## src/rtl/bce_pkg.sv

```systemverilog
// ----------------------------------------------------------------------------
// bce_pkg
// widths, window constants, lipo table and shared types of the estimator
// ----------------------------------------------------------------------------
package bce_pkg;

	localparam int unsigned SAMPLE_W = 12;
	localparam int unsigned MV_W     = 13;
	localparam int unsigned PCT_W    = 7;
	localparam int unsigned AVG_W    = 12;
	localparam int unsigned SUM_W    = 17;

	localparam int unsigned SAMPLES        = 20;
	localparam int unsigned ADC_FULL_SCALE = 4095;
	localparam int unsigned CNT_W          = $clog2(SAMPLES + 1);

	// 3.3 V * 2 (divider) * 1.1 (correction) at full scale, in mV
	localparam int unsigned MV_FULL = 7260;
	localparam int unsigned MV_DEN  = ADC_FULL_SCALE * SAMPLES;

	// serial divider widths: dividend covers sum * MV_FULL
	localparam int unsigned DVS_W = $clog2(MV_DEN + 1);
	localparam int unsigned DVD_W = SUM_W + $clog2(MV_FULL + 1);
	localparam int unsigned CYC_W = $clog2(DVD_W);

	// lipo curve, highest voltage first
	localparam int unsigned TBL_N = 12;
	localparam int unsigned SEG_W = $clog2(TBL_N);
	localparam int unsigned DV_W  = 8;	// widest segment span in mV fits here
	localparam int unsigned DP_W  = 4;	// widest segment span in percent fits here

	localparam logic [MV_W-1:0] TBL_MV [TBL_N] = '{
		13'd4150, 13'd4050, 13'd3960, 13'd3890, 13'd3820, 13'd3750,
		13'd3690, 13'd3620, 13'd3550, 13'd3480, 13'd3300, 13'd3200
	};
	localparam logic [PCT_W-1:0] TBL_PCT [TBL_N] = '{
		7'd100, 7'd90, 7'd80, 7'd70, 7'd60, 7'd50,
		7'd40, 7'd30, 7'd20, 7'd10, 7'd5, 7'd0
	};

	localparam logic [PCT_W-1:0] PCT_FULL  = 7'd100;
	localparam logic [PCT_W-1:0] PCT_EMPTY = 7'd0;

	typedef enum logic [2:0] {
		ST_IDLE,
		ST_START,
		ST_MV,
		ST_AVG,
		ST_PCT,
		ST_DONE
	} bce_state_t;

	typedef struct packed {
		logic             start;
		logic [DVD_W-1:0] dividend;
		logic [DVS_W-1:0] divisor;
	} div_req_t;

	typedef struct packed {
		logic             done;
		logic [DVD_W-1:0] quotient;
	} div_rsp_t;

	// segment whose upper point is at or above mv and lower point below it
	function automatic logic [SEG_W-1:0] seg_of(input logic [MV_W-1:0] mv);
		logic [SEG_W-1:0] seg;
		int i;
		seg = '0;
		for (i = 0; i < TBL_N - 1; i++) begin
			if (mv <= TBL_MV[i] && mv > TBL_MV[i+1])
				seg = SEG_W'(i);
		end
		return seg;
	endfunction

endpackage

```

## src/rtl/bce_acc.sv

```systemverilog
// ----------------------------------------------------------------------------
// bce_acc
// running sum and count of the adc samples of one averaging window
// ----------------------------------------------------------------------------
module bce_acc
	import bce_pkg::*;
(
	input  logic                clk,
	input  logic                arst_n,
	input  logic                accept,
	input  logic [SAMPLE_W-1:0] sample,
	input  logic                clear,
	output logic [SUM_W-1:0]    sum,
	output logic                last
);

	logic [SUM_W-1:0] sum_q;
	logic [CNT_W-1:0] count_q;

	always_ff @(posedge clk or negedge arst_n) begin
		if (!arst_n) begin
			sum_q   <= '0;
			count_q <= '0;
		end else if (clear) begin
			sum_q   <= '0;
			count_q <= '0;
		end else if (accept) begin
			sum_q   <= sum_q + SUM_W'(sample);
			count_q <= count_q + 1'b1;
		end
	end

	assign sum  = sum_q;
	// the beat taken now closes the window
	assign last = (count_q == CNT_W'(SAMPLES - 1));

endmodule

```

## src/rtl/bce_div.sv

```systemverilog
// ----------------------------------------------------------------------------
// bce_div
// restoring divider, one quotient bit per cycle, shared by all three ratios
// ----------------------------------------------------------------------------
module bce_div
	import bce_pkg::*;
(
	input  logic     clk,
	input  logic     arst_n,
	input  div_req_t req,
	output div_rsp_t rsp
);

	logic [DVD_W-1:0] dvd_q;
	logic [DVS_W:0]   rem_q;
	logic [DVS_W-1:0] dvs_q;
	logic [CYC_W-1:0] cnt_q;
	logic             busy_q;
	logic             done_q;

	logic [DVS_W:0]   shifted;
	logic [DVS_W:0]   diff;
	logic             fits;

	always_comb begin
		shifted = {rem_q[DVS_W-1:0], dvd_q[DVD_W-1]};
		fits    = (shifted >= {1'b0, dvs_q});
		diff    = shifted - {1'b0, dvs_q};
	end

	always_ff @(posedge clk or negedge arst_n) begin
		if (!arst_n) begin
			busy_q <= 1'b0;
			done_q <= 1'b0;
			cnt_q  <= '0;
		end else if (req.start) begin
			busy_q <= 1'b1;
			done_q <= 1'b0;
			cnt_q  <= '0;
		end else if (busy_q) begin
			cnt_q <= cnt_q + 1'b1;
			if (cnt_q == CYC_W'(DVD_W - 1)) begin
				busy_q <= 1'b0;
				done_q <= 1'b1;
			end
		end else begin
			done_q <= 1'b0;
		end
	end

	// quotient bits shift in where dividend bits leave
	always_ff @(posedge clk) begin
		if (req.start) begin
			dvd_q <= req.dividend;
			dvs_q <= req.divisor;
			rem_q <= '0;
		end else if (busy_q) begin
			rem_q <= fits ? diff : shifted;
			dvd_q <= {dvd_q[DVD_W-2:0], fits};
		end
	end

	assign rsp.done     = done_q;
	assign rsp.quotient = dvd_q;

endmodule

```

## src/rtl/battery_charge_estimator_core.sv

```systemverilog
// ----------------------------------------------------------------------------
// battery_charge_estimator_core
// averages adc samples per window, converts to mV, lipo state of charge
// ----------------------------------------------------------------------------
//  channel   dir  handshake                   payload
//  sample    in   sample_valid/sample_stall   adc_sample
//  result    out  result_valid/result_stall   battery_millivolts,
//                                             battery_percent, average_raw
//
//  samples are taken one per cycle while a window fills.
//  the closing beat starts the divisions for the millivolts and the average
//  and, unless the percent is clamped, one for the percent; sample_stall stays
//  high from the closing beat until the result is loaded into the output register.
//  a result waiting in the output register holds back only the hand-over of the
//  next window's result, which keeps sample_stall high until that beat leaves.
//  reset clears the window, the sequencer and the output valid.
// ----------------------------------------------------------------------------
module battery_charge_estimator_core
	import bce_pkg::*;
(
	input  logic                clk,
	input  logic                arst_n,
	input  logic                sample_valid,
	output logic                sample_stall,
	input  logic [SAMPLE_W-1:0] adc_sample,
	output logic                result_valid,
	input  logic                result_stall,
	output logic [MV_W-1:0]     battery_millivolts,
	output logic [PCT_W-1:0]    battery_percent,
	output logic [AVG_W-1:0]    average_raw
);

	bce_state_t state_q, state_d;

	logic             in_beat;
	logic             win_last;
	logic             win_clear;
	logic [SUM_W-1:0] sum;

	div_req_t div_req;
	div_rsp_t div_rsp;

	logic cap_mv, cap_avg, cap_pct, cap_full, cap_empty, load_out;

	logic [MV_W-1:0]  mv_q;
	logic [AVG_W-1:0] avg_q;
	logic [PCT_W-1:0] pct_q;
	logic [PCT_W-1:0] base_q;

	logic [SEG_W-1:0]     seg;
	logic [SEG_W-1:0]     seg_lo;
	logic [MV_W-1:0]      span_mv;
	logic [PCT_W-1:0]     span_pct;
	logic [MV_W-1:0]      offset;
	logic [DV_W+DP_W-1:0] seg_prod;
	logic [MV_W-1:0]      mv_sat;

	logic                result_valid_q;
	logic [MV_W-1:0]     mv_out_q;
	logic [PCT_W-1:0]    pct_out_q;
	logic [AVG_W-1:0]    avg_out_q;

	assign in_beat = sample_valid && !sample_stall;

	bce_acc u_acc (
		.clk    (clk),
		.arst_n (arst_n),
		.accept (in_beat),
		.sample (adc_sample),
		.clear  (win_clear),
		.sum    (sum),
		.last   (win_last)
	);

	bce_div u_div (
		.clk    (clk),
		.arst_n (arst_n),
		.req    (div_req),
		.rsp    (div_rsp)
	);

	// interpolation segment of the latched voltage
	always_comb begin
		seg      = seg_of(mv_q);
		seg_lo   = seg + 1'b1;
		span_mv  = TBL_MV[seg] - TBL_MV[seg_lo];
		span_pct = TBL_PCT[seg] - TBL_PCT[seg_lo];
		offset   = mv_q - TBL_MV[seg_lo];
		seg_prod = offset[DV_W-1:0] * span_pct[DP_W-1:0];
	end

	assign mv_sat = (div_rsp.quotient > DVD_W'(MV_FULL)) ? MV_W'(MV_FULL)
		: div_rsp.quotient[MV_W-1:0];

	always_ff @(posedge clk or negedge arst_n) begin
		if (!arst_n) begin
			state_q <= ST_IDLE;
		end else begin
			state_q <= state_d;
		end
	end

	always_comb begin
		state_d          = state_q;
		sample_stall     = 1'b1;
		div_req.start    = 1'b0;
		div_req.dividend = DVD_W'(DVD_W'(sum) * DVD_W'(MV_FULL));
		div_req.divisor  = DVS_W'(MV_DEN);
		cap_mv           = 1'b0;
		cap_avg          = 1'b0;
		cap_pct          = 1'b0;
		cap_full         = 1'b0;
		cap_empty        = 1'b0;
		load_out         = 1'b0;
		win_clear        = 1'b0;
		case (state_q)
			ST_IDLE: begin
				sample_stall = 1'b0;
				if (sample_valid && win_last)
					state_d = ST_START;
			end
			ST_START: begin
				div_req.start = 1'b1;
				state_d       = ST_MV;
			end
			ST_MV: begin
				div_req.dividend = DVD_W'(sum);
				div_req.divisor  = DVS_W'(SAMPLES);
				if (div_rsp.done) begin
					cap_mv        = 1'b1;
					div_req.start = 1'b1;
					state_d       = ST_AVG;
				end
			end
			ST_AVG: begin
				div_req.dividend = DVD_W'(seg_prod);
				div_req.divisor  = DVS_W'(span_mv);
				if (div_rsp.done) begin
					cap_avg = 1'b1;
					if (mv_q >= TBL_MV[0]) begin
						cap_full = 1'b1;
						state_d  = ST_DONE;
					end else if (mv_q <= TBL_MV[TBL_N-1]) begin
						cap_empty = 1'b1;
						state_d   = ST_DONE;
					end else begin
						div_req.start = 1'b1;
						state_d       = ST_PCT;
					end
				end
			end
			ST_PCT: begin
				if (div_rsp.done) begin
					cap_pct = 1'b1;
					state_d = ST_DONE;
				end
			end
			ST_DONE: begin
				if (!result_valid_q || !result_stall) begin
					load_out  = 1'b1;
					win_clear = 1'b1;
					state_d   = ST_IDLE;
				end
			end
			default: begin
				state_d = ST_IDLE;
			end
		endcase
	end

	always_ff @(posedge clk) begin
		if (cap_mv)
			mv_q <= mv_sat;
		if (cap_avg) begin
			avg_q  <= div_rsp.quotient[AVG_W-1:0];
			base_q <= TBL_PCT[seg_lo];
		end
		if (cap_full)
			pct_q <= PCT_FULL;
		else if (cap_empty)
			pct_q <= PCT_EMPTY;
		else if (cap_pct)
			pct_q <= base_q + div_rsp.quotient[PCT_W-1:0];
	end

	// output register, holds the result while the next window collects
	always_ff @(posedge clk or negedge arst_n) begin
		if (!arst_n) begin
			result_valid_q <= 1'b0;
		end else if (load_out) begin
			result_valid_q <= 1'b1;
		end else if (!result_stall) begin
			result_valid_q <= 1'b0;
		end
	end

	always_ff @(posedge clk) begin
		if (load_out) begin
			mv_out_q  <= mv_q;
			pct_out_q <= pct_q;
			avg_out_q <= avg_q;
		end
	end

	assign result_valid       = result_valid_q;
	assign battery_millivolts = mv_out_q;
	assign battery_percent    = pct_out_q;
	assign average_raw        = avg_out_q;

endmodule

```

## config.mk

```make
export PLATFORM = sky130hd
export DESIGN_NAME = battery_charge_estimator_core
export DESIGN_NICKNAME = d
export VERILOG_FILES = /design/src/rtl/bce_pkg.sv /design/src/rtl/bce_acc.sv /design/src/rtl/bce_div.sv /design/src/rtl/battery_charge_estimator_core.sv
export SDC_FILE = /design/constraint.sdc
export NUM_CORES = 1
export LEC_CHECK = 0
export ABC_AREA = 1
export BUFFER_PORTS_ARGS = -buffer_cell sky130_fd_sc_hd__buf_2
export CAP_MARGIN = 10
export CORE_ASPECT_RATIO = 0.75
export CORE_MARGIN = 4
export CORE_UTILIZATION = 30
export CTS_CLUSTER_DIAMETER = 150
export DETAILED_ROUTE_END_ITERATION = 8
export HOLD_SLACK_MARGIN = 0.05
export SYNTH_ARGS = -nofsm -noshare
export SYNTH_HDL_FRONTEND = slang
export SYNTH_SLANG_ARGS = --single-unit
```

## constraint.sdc

```tcl
create_clock -name clk -period 12.7 [get_ports clk]
set_input_delay 0.635 -clock clk [delete_from_list [all_inputs] [get_ports clk]]
set_output_delay 0.635 -clock clk [all_outputs]
set_load 0.01 [all_outputs]
```

# Yosys cells after proc, flatten, opt, wreduce, memory -nomap -nowiden
# Memories as Yosys holds them, arrays and structs flattened.
# Cells that the tools add are included.
dict set report word_totals {
  regBits 168
  latch_bits 0
  ramBits 0
  mem_bits_ro 640
  elab_cells 160
  memories 4
}
dict set report classes {
  addsub 9
  mul 2
  div_mod_pow 0
  order_cmp 26
  n_eq_ne 14
  shift 0
  n_mux 64
  n_bitwise 2
  n_reduce_logical 21
}
# name words word_bits rd rd_ports_with_merged_regs wr line_no
set mem_list {}
lappend mem_list {{(no name shown)} 16 13 1 0 0 battery_charge_estimator_core.sv:88} ;# offset = mv_q - TBL_MV[seg_lo];
lappend mem_list {{(no name shown)} 16 13 1 0 0 battery_charge_estimator_core.sv:86} ;# span_mv = TBL_MV[seg] - TBL_MV[seg_lo];
lappend mem_list {{(no name shown)} 16 7 1 0 0 battery_charge_estimator_core.sv:176} ;# base_q <= TBL_PCT[seg_lo];
lappend mem_list {{(no name shown)} 16 7 1 0 0 battery_charge_estimator_core.sv:87} ;# span_pct = TBL_PCT[seg] - TBL_PCT[seg_lo];
# operator count
set op_table {}
lappend op_table {{$le 13x12->1 const B} 11}
lappend op_table {{$gt 13x12->1 const B} 10}
lappend op_table {{$pmux 47 s2} 1}
lappend op_table {{$mux 30} 2}
lappend op_table {{$mux 13} 4}
lappend op_table {{$mux 17} 3}
lappend op_table {{$mux 4} 8}
lappend op_table {{$gt 30x13->1 const B} 1}
lappend op_table {{$mul 17x11->28 const B} 1}
lappend op_table {{$mux 7} 4}
lappend op_table {{$mux 1} 27}
lappend op_table {{$mux 3} 7}
lappend op_table {{$mux 5} 4}
lappend op_table {{$ge 18x17->1} 1}
lappend op_table {{$pmux 3 s6} 1}
lappend op_table {{$add 17x12->17} 1}
lappend op_table {{$sub 17x17->17} 1}
lappend op_table {{$ge 13x13->1 const B} 1}
lappend op_table {{$sub 13x13->13} 1}
lappend op_table {{$logic_and 1x1->1} 12}
lappend op_table {{$mul 8x4->12} 1}
lappend op_table {{$add 5x1->5 const B} 2}
lappend op_table {{$eq 5x5->1 const B} 2}
lappend op_table {{$ge 5x5->1 const B} 2}
lappend op_table {{19 further kinds} 30}

# Logic depth before layout (Yosys ltp)
dict set report logic_depth {
  ltp_word 21
  mapped_depth 44
  mapped_depth_nobuf 43
}

# Cells and area by module
# From an unflattened synthesis, not the netlist that was laid out.
dict set report hier_totals {
  cells_unflattened 2055
  area_unflattened_um2 16055.4
}
# mod n_inst cells_per_inst area_per_inst_um2 seq_area_each_um2
set by_module_without_submodules {}
lappend by_module_without_submodules {battery_charge_estimator_core 1 1277 10249.8 2162.1}
lappend by_module_without_submodules {bce_div 1 539 4155.2 1926.8}
lappend by_module_without_submodules {bce_acc 1 239 1650.3 550.5}

# Worst setup path after synthesis
# Ideal clock, no wire load.
dict set report synth_timing {
  path_type {reg-to-reg}
  startpoint {register mv_q[12]}
  endpoint {register u_div.dvd_q[10], data pin}
  setup_ps 264
  arrival_ps 5538
  required_time_ps 12436
  setup_slack_ps 6898
  stages_incl_launch_ff 41
  period_less_slack_ps 5802
  path_cell_list {edfxtp_1 > buf_6 > inv_2 > nand2_2 > nor2_4 > nand4_1 > nand3_1 > nand2_1 > nand2_4 > nand3_4 > nor2_4 > inv_1 > ha_1 > inv_1 > nand2_2 > nand2_1 > xor2_1 > ha_1 > [5 not listed] > nand3_2 > nand2_4 > nor2_2 > fa_1 > inv_1 > fa_1 > inv_1 > ha_1 > a21oi_1 > nand2_1 > nand2_1 > nand2_1 > a21oi_1 > nor2_1 > o21ai_0 > nand2_1 > o21ai_0 > a31oi_1}
}
dict set report synth_between {
  elab_chain_cells 21
}
# element line_no
set synth_rtl {}
lappend synth_rtl {{from (decl)} battery_charge_estimator_core.sv:45} ;# logic [MV_W-1:0] mv_q;
lappend synth_rtl {{from (signal assigned)} battery_charge_estimator_core.sv:173} ;# mv_q <= mv_sat;
lappend synth_rtl {{$le 13x12->1 or $gt 13x12->1 (tied branches)} bce_pkg.sv:70} ;# if (mv <= TBL_MV[i] && mv > TBL_MV[i+1])
lappend synth_rtl {{$logic_and 1x1->1} bce_pkg.sv:70}
lappend synth_rtl {{$mux 1} bce_pkg.sv:70}
lappend synth_rtl {{$mux 2 (2 in a row)} bce_pkg.sv:70}
lappend synth_rtl {{$mux 3} bce_pkg.sv:70}
lappend synth_rtl {{$mux 4 (6 in a row)} bce_pkg.sv:70}
lappend synth_rtl {{$add 4x1->4} battery_charge_estimator_core.sv:85} ;# seg_lo = seg + 1'b1;
lappend synth_rtl {{$not 4->5 (implied by the code)} {battery_charge_estimator_core.sv:87, battery_charge_estimator_core.sv:88}}
lappend synth_rtl {{$mem_v2 16x13 or $mem_v2 16x7 (tied branches)} --}
lappend synth_rtl {{$mux 13 (implied by the code) or $mux 7 (tied branches) (2 in a row)} --}
lappend synth_rtl {{$sub 8x8->8 or $sub 4x4->4 (tied branches)} {battery_charge_estimator_core.sv:88, battery_charge_estimator_core.sv:87}}
lappend synth_rtl {{$mul 8x4->12} battery_charge_estimator_core.sv:89} ;# seg_prod = offset[DV_W-1:0] * span_pct[DP_W-1:0];
lappend synth_rtl {{$pmux 47 s2} battery_charge_estimator_core.sv:116} ;# case (state_q)
lappend synth_rtl {{$mux 30 (*)} bce_div.sv:53} ;# if (req.start) begin
lappend synth_rtl {{to (signal assigned)} bce_div.sv:54} ;# dvd_q <= req.dividend;
lappend synth_rtl {{to (signal assigned)} bce_div.sv:59} ;# dvd_q <= {dvd_q[DVD_W-2:0], fits};
lappend synth_rtl {{to (decl)} bce_div.sv:14} ;# logic [DVD_W-1:0] dvd_q;
# Mark *: on every way between the ends. The rest lies on a longest branch, timed or not. The select of a mux whose other input is x is not followed.
# A chain may end at the register's enable or synchronous reset.

# Worst setup path in the final report
dict set report layout_timing {
  startpoint {register mv_q[7]}
  endpoint {register u_div.dvd_q[9], data pin}
}
# The elaborated chain is that of the path after synthesis.

==> PnR_summary.wiki <==
{| class="wikitable"
! Metric !! Value
|-
| Max H-tree Level || 4
|-
| Post-synthesis to final-layout area growth || 11.0%
|-
| Number of antenna violations at the first check in global routing || 0
|-
| Post-layout minimum cycle time || 7.10 ns
|-
| Crit path required time || 12.88 ns
|-
| Utilization after layout || 0.338
|-
| Most frequent cell on the critical path || sky130_fd_sc_hd__inv_1
|-
| Initial standard-cell utilization of the core || 0.304
|-
| P_int || 1.19 mW
|-
| Die Y-Extent || 201 um
|-
| Via count of the first global-routing pass || 12000
|-
| Area of placed instances || 0.0159 mm^2
|-
| Post-route cell area || 0.0165 mm^2
|-
| Hold-fix buffer count after cts || 0
|-
| Predominant post-synthesis flop cell || sky130_fd_sc_hd__edfxtp_1
|-
| Classification of the worst-slack hold path || input port to async pin
|-
| Total detailed-routing wirelength || 40300 um
|-
| Number of optimization iterations in the first detailed-route pass || 5
|-
| Clock skew || 0.0192 ns
|-
| Layout cells sized above 1 || 0.0925
|-
| Multi-input gate area in the final layout || 0.00902 mm^2
|-
| DR vias || 12100
|-
| Count of endpoints failing hold in the final timing report || 0
|-
| Sort of element at the start of the critical path || flip-flop
|-
| Synth Net Count || 2055
|-
| Compound-Gate Fraction of Synth Area || 0.123
|-
| Hpwl dp || 32600 um
|-
| Global routing usage summed across all routing layers || 0.153
|-
| Share of the yosys chip area belonging to registers || 0.305
|-
| Total of max-cap violations || 0
|-
| Number of library cell types mapped by synthesis || 59
|-
| Number of buffers created by CTS || 17
|-
| Number of antenna cells inserted || 0
|-
| Maximum VDD drop || 0.000112 V
|-
| Clock transition at the register clock pins on the worst setup and hold paths after CTS || 0.08 ns
|-
| Critical path endpoint category || flip-flop
|-
| Highest clock rate || 141 MHz
|-
| Overall die area || 0.0531 mm^2
|-
| Share of cell area taken by muxes after synthesis || 0
|-
| Routability congestion estimate || 0.926
|-
| Synthesized-area fraction occupied by xor and xnor cells || 0.0242
|-
| Cell at the slowest stage of the critical path || sky130_fd_sc_hd__edfxtp_1
|-
| Slew at the pin closest to its max-slew limit || 1.12 ns
|-
| Result of the run || complete, no violations
|-
| Max clock buf depth || 2
|-
| Synthesis-stage register bit count || 164
|-
| Net switching fraction of the power || 0.424
|-
| Number of endpoints failing setup at the final stage || 0
|-
| Cell at the root of the clock tree || sky130_fd_sc_hd__clkbuf_16
|-
| Number of standard-cell rows in the floorplan || 70
|-
| Post-detailed-route count of antenna-violating nets || 0
|-
| Filler cell count in the final layout || 5058
|-
| Kind of critical path || flip-flop to flip-flop
|-
| Post-synthesis async set-or-reset flop share || 0.201
|-
| Number of standard cells after synthesis || 1769
|-
| Unrepaired setup endpoints after global routing || false
|-
| Clock sink count || 164
|-
| Register share of total power || 0.280
|-
| Storage cell area || 0.00452 mm^2
|-
| Crit share post-route || 0.559
|-
| Stage delay of the slowest cell on the critical path || 0.73 ns
|-
| Floorplan die width || 265 um
|-
| Core Footprint || 0.0488 mm^2
|-
| Overflow after GRT || 0
|-
| Post-route DRC || 0
|-
| Routed wire length per instance || 16.2 um
|-
| Number of setup buffers added after CTS || 0
|-
| Power, Total || 2.06 mW
|-
| Layout Nets || 2110
|-
| Worst EP arrival || 7.28 ns
|-
| Clock latency reported for the late side of the worst-skew pair || 0.44 ns
|-
| Share of synthesized cell area in full adder, half adder and majority cells || 0.270
|-
| Clock network fraction of total power || 0.262
|-
| Combinational family with the most area after synthesis || adder cells
|-
| Iteration-0 DRC count of the detailed router || 1233
|-
| Tightest slew margin relative to the limit || 0.250
|-
| Syn_area_per_cell || 8.39 um^2
|-
| Worst-path fanout max || 10
|-
| Number of warnings printed during yosys synthesis || 0
|-
| Simple-gate portion of the synthesized area || 0.190
|-
| Sum of negative setup slack || 0 ns
|-
| Post-Syn Area || 0.0148 mm^2
|-
| Post-Route Hold Slack || 0.294 ns
|-
| Via-to-Cell Ratio || 4.88
|-
| IO Count || 50
|-
| Global-route wire length before repair || 66100 um
|-
| Leak pwr || 7.73 nW
|-
| Gates resized, CTS repair || 0
|-
| Final Max Slew Viols || 0
|-
| Share of power burned in combinational logic || 0.458
|-
| Largest net degree at the start of global routing || 35
|-
| Buffers added on ports || 49
|-
| NetSw || 0.875 mW
|-
| Power Density || 125 mW/mm^2
|-
| CTS tree || built
|-
| Number of enable-type register cells in the synthesized netlist || 107
|}
[synth_stat cells (15+ instances only)]
master                     count  share of area
sky130_fd_sc_hd__inv_1       305          0.077
sky130_fd_sc_hd__nand2_1     291          0.074
sky130_fd_sc_hd__ha_1        186           0.16
sky130_fd_sc_hd__nor2_1      140          0.035
sky130_fd_sc_hd__o21ai_0     124          0.042
sky130_fd_sc_hd__a21oi_1     122          0.041
sky130_fd_sc_hd__edfxtp_1    107           0.22
sky130_fd_sc_hd__fa_1         84           0.11
sky130_fd_sc_hd__nand3_1      63          0.021
sky130_fd_sc_hd__dfrtp_1      33          0.056
sky130_fd_sc_hd__nor3_1       31          0.010
sky130_fd_sc_hd__xor2_1       29          0.017
sky130_fd_sc_hd__dfxtp_1      24          0.032
sky130_fd_sc_hd__nor2_2       20         0.0084
sky130_fd_sc_hd__nand4_1      16         0.0067
sky130_fd_sc_hd__inv_2        15         0.0038
[kinds of logic (layout without fill, tap and decap cells)]
kind of cell | after synthesis | in the layout
flip-flops | 164 | 164
other | 1 | 1
XOR/XNOR | 41 | 41
adder cells (fa/ha/maj) | 270 | 270
AND/OR/NAND/NOR | 624 | 624
AO/OA/AOI/OAI | 327 | 327
buffers and inverters | 342 | 410
[layout make-up]
| cell class | count | area share |
|---|---|---|
| Tap cell | 648 | 0.0492 |
| Clock buffer | 17 | 0.0258 |
| Clock inverter | 15 | 0.0114 |
| Sequential cell | 164 | 0.274 |
| Multi-Input combinational cell | 1263 | 0.547 |
| Inverter | 321 | 0.0732 |
| Timing Repair Buffer | 57 | 0.0185 |
[state kept, by name, summed over array words and instances (netlist names)]
signal / flops
mv_q: 13
battery_percent: 7
average_raw: 12
u_acc.sum: 17
u_acc.count_q: 5
pct_q: 7
state_q: 3
u_div.cnt_q: 5
base_q: 7
result_valid: 1
u_div.done_q: 1
avg_q: 12
u_div.dvs_q: 13
u_div.dvd_q: 30
u_div.rem_q: 17
u_div.busy_q: 1
battery_millivolts: 13
[critical path, delay by kind of cell (launching register included)]
| kind | cells | cell delay (ns) |
|---|---|---|
| AND/OR/NAND/NOR | 15 | 1.76 |
| buffers and inverters | 7 | 0.65 |
| adder cells (fa/ha/maj) | 5 | 1.93 |
| AO/OA/AOI/OAI | 7 | 1.74 |
| flip-flops | 1 | 0.73 |
[final timing paths]
path | depth (start not counted) | startpoint | slack (ns) | to
max | 34 | mv_q[7]$_SDFFCE_PN0P_ | 5.60 | u_div.dvd_q[9]$_DFFE_PP_
min | 1 | arst_n | 0.29 | u_acc.sum[16]$_DFFE_PN0P_
max reg2reg | 34 | mv_q[7]$_SDFFCE_PN0P_ | 5.60 | u_div.dvd_q[9]$_DFFE_PP_
min reg2reg | 0 | avg_q[11]$_DFFE_PP_ | 0.42 | average_raw[11]$_DFFE_PP_
max in group asynchronous | 1 | arst_n | 11.86 | u_div.busy_q$_DFF_PN0_
min in group clk | 0 | avg_q[11]$_DFFE_PP_ | 0.42 | average_raw[11]$_DFFE_PP_
[power by group through the flow]
stage	clock [mW]	sequential, mW	combinational [mW]
global placement	0	0.589	0.929
detailed placement	0	0.590	0.930
finish	0.540	0.578	0.944
CTS	0.549	0.578	0.939
floorplan	0	0.584	0.709
global route	0.573	0.579	1.08
[per-layer routing]
metal | vias up | global-route usage | wire length [um] | share of wire
met2 | 354 | 0.223 | 16600 | 0.41
met3 | 24 | 0.0301 | 2720 | 0.067
met4 | 0 | 0.0185 | 257 | 0.0064
li1 | 5980 | - | - | -
met1 | 5763 | 0.241 | 20700 | 0.51
met5 | - | 0 | 0 | 0
[cell usage in the layout, fill, tap and decap left out, types with 4 or more instances in the layout]
cell	instances
sky130_fd_sc_hd__o211ai_1	4
sky130_fd_sc_hd__nand3_1	63
sky130_fd_sc_hd__clkinvlp_4	4
sky130_fd_sc_hd__nand2_2	13
sky130_fd_sc_hd__a31oi_1	8
sky130_fd_sc_hd__nor4_1	7
sky130_fd_sc_hd__buf_2	49
sky130_fd_sc_hd__or2_2	12
sky130_fd_sc_hd__edfxtp_1	107
sky130_fd_sc_hd__a21oi_1	122
sky130_fd_sc_hd__a211oi_1	6
sky130_fd_sc_hd__o21bai_1	8
sky130_fd_sc_hd__nor3_1	31
sky130_fd_sc_hd__clkbuf_16	17
sky130_fd_sc_hd__clkinv_8	4
sky130_fd_sc_hd__o21ai_1	9
sky130_fd_sc_hd__nor2_2	20
sky130_fd_sc_hd__o21ai_0	124
sky130_fd_sc_hd__buf_4	8
sky130_fd_sc_hd__nand3b_1	8
sky130_fd_sc_hd__o21a_1	5
sky130_fd_sc_hd__nand4_1	16
sky130_fd_sc_hd__inv_8	4
sky130_fd_sc_hd__inv_1	305
sky130_fd_sc_hd__o22ai_1	11
sky130_fd_sc_hd__inv_2	15
sky130_fd_sc_hd__xnor2_1	12
sky130_fd_sc_hd__o221ai_1	6
sky130_fd_sc_hd__nor2_1	140
sky130_fd_sc_hd__ha_1	186
sky130_fd_sc_hd__nand2_4	4
sky130_fd_sc_hd__nand2_1	291
sky130_fd_sc_hd__xor2_1	29
sky130_fd_sc_hd__fa_1	84
sky130_fd_sc_hd__nand3_2	4
sky130_fd_sc_hd__dfrtp_1	33
sky130_fd_sc_hd__nor2_4	8
sky130_fd_sc_hd__dfxtp_1	24
[stage by stage]
stage	cells	setup slack [ns]
after floorplan	1769	6.90
after global placement	2453	5.61
after detailed placement	2453	5.61
after CTS	2485	5.59
after global routing	2485	4.98
final	2485	5.60
Power figures use the tool's default switching activity.
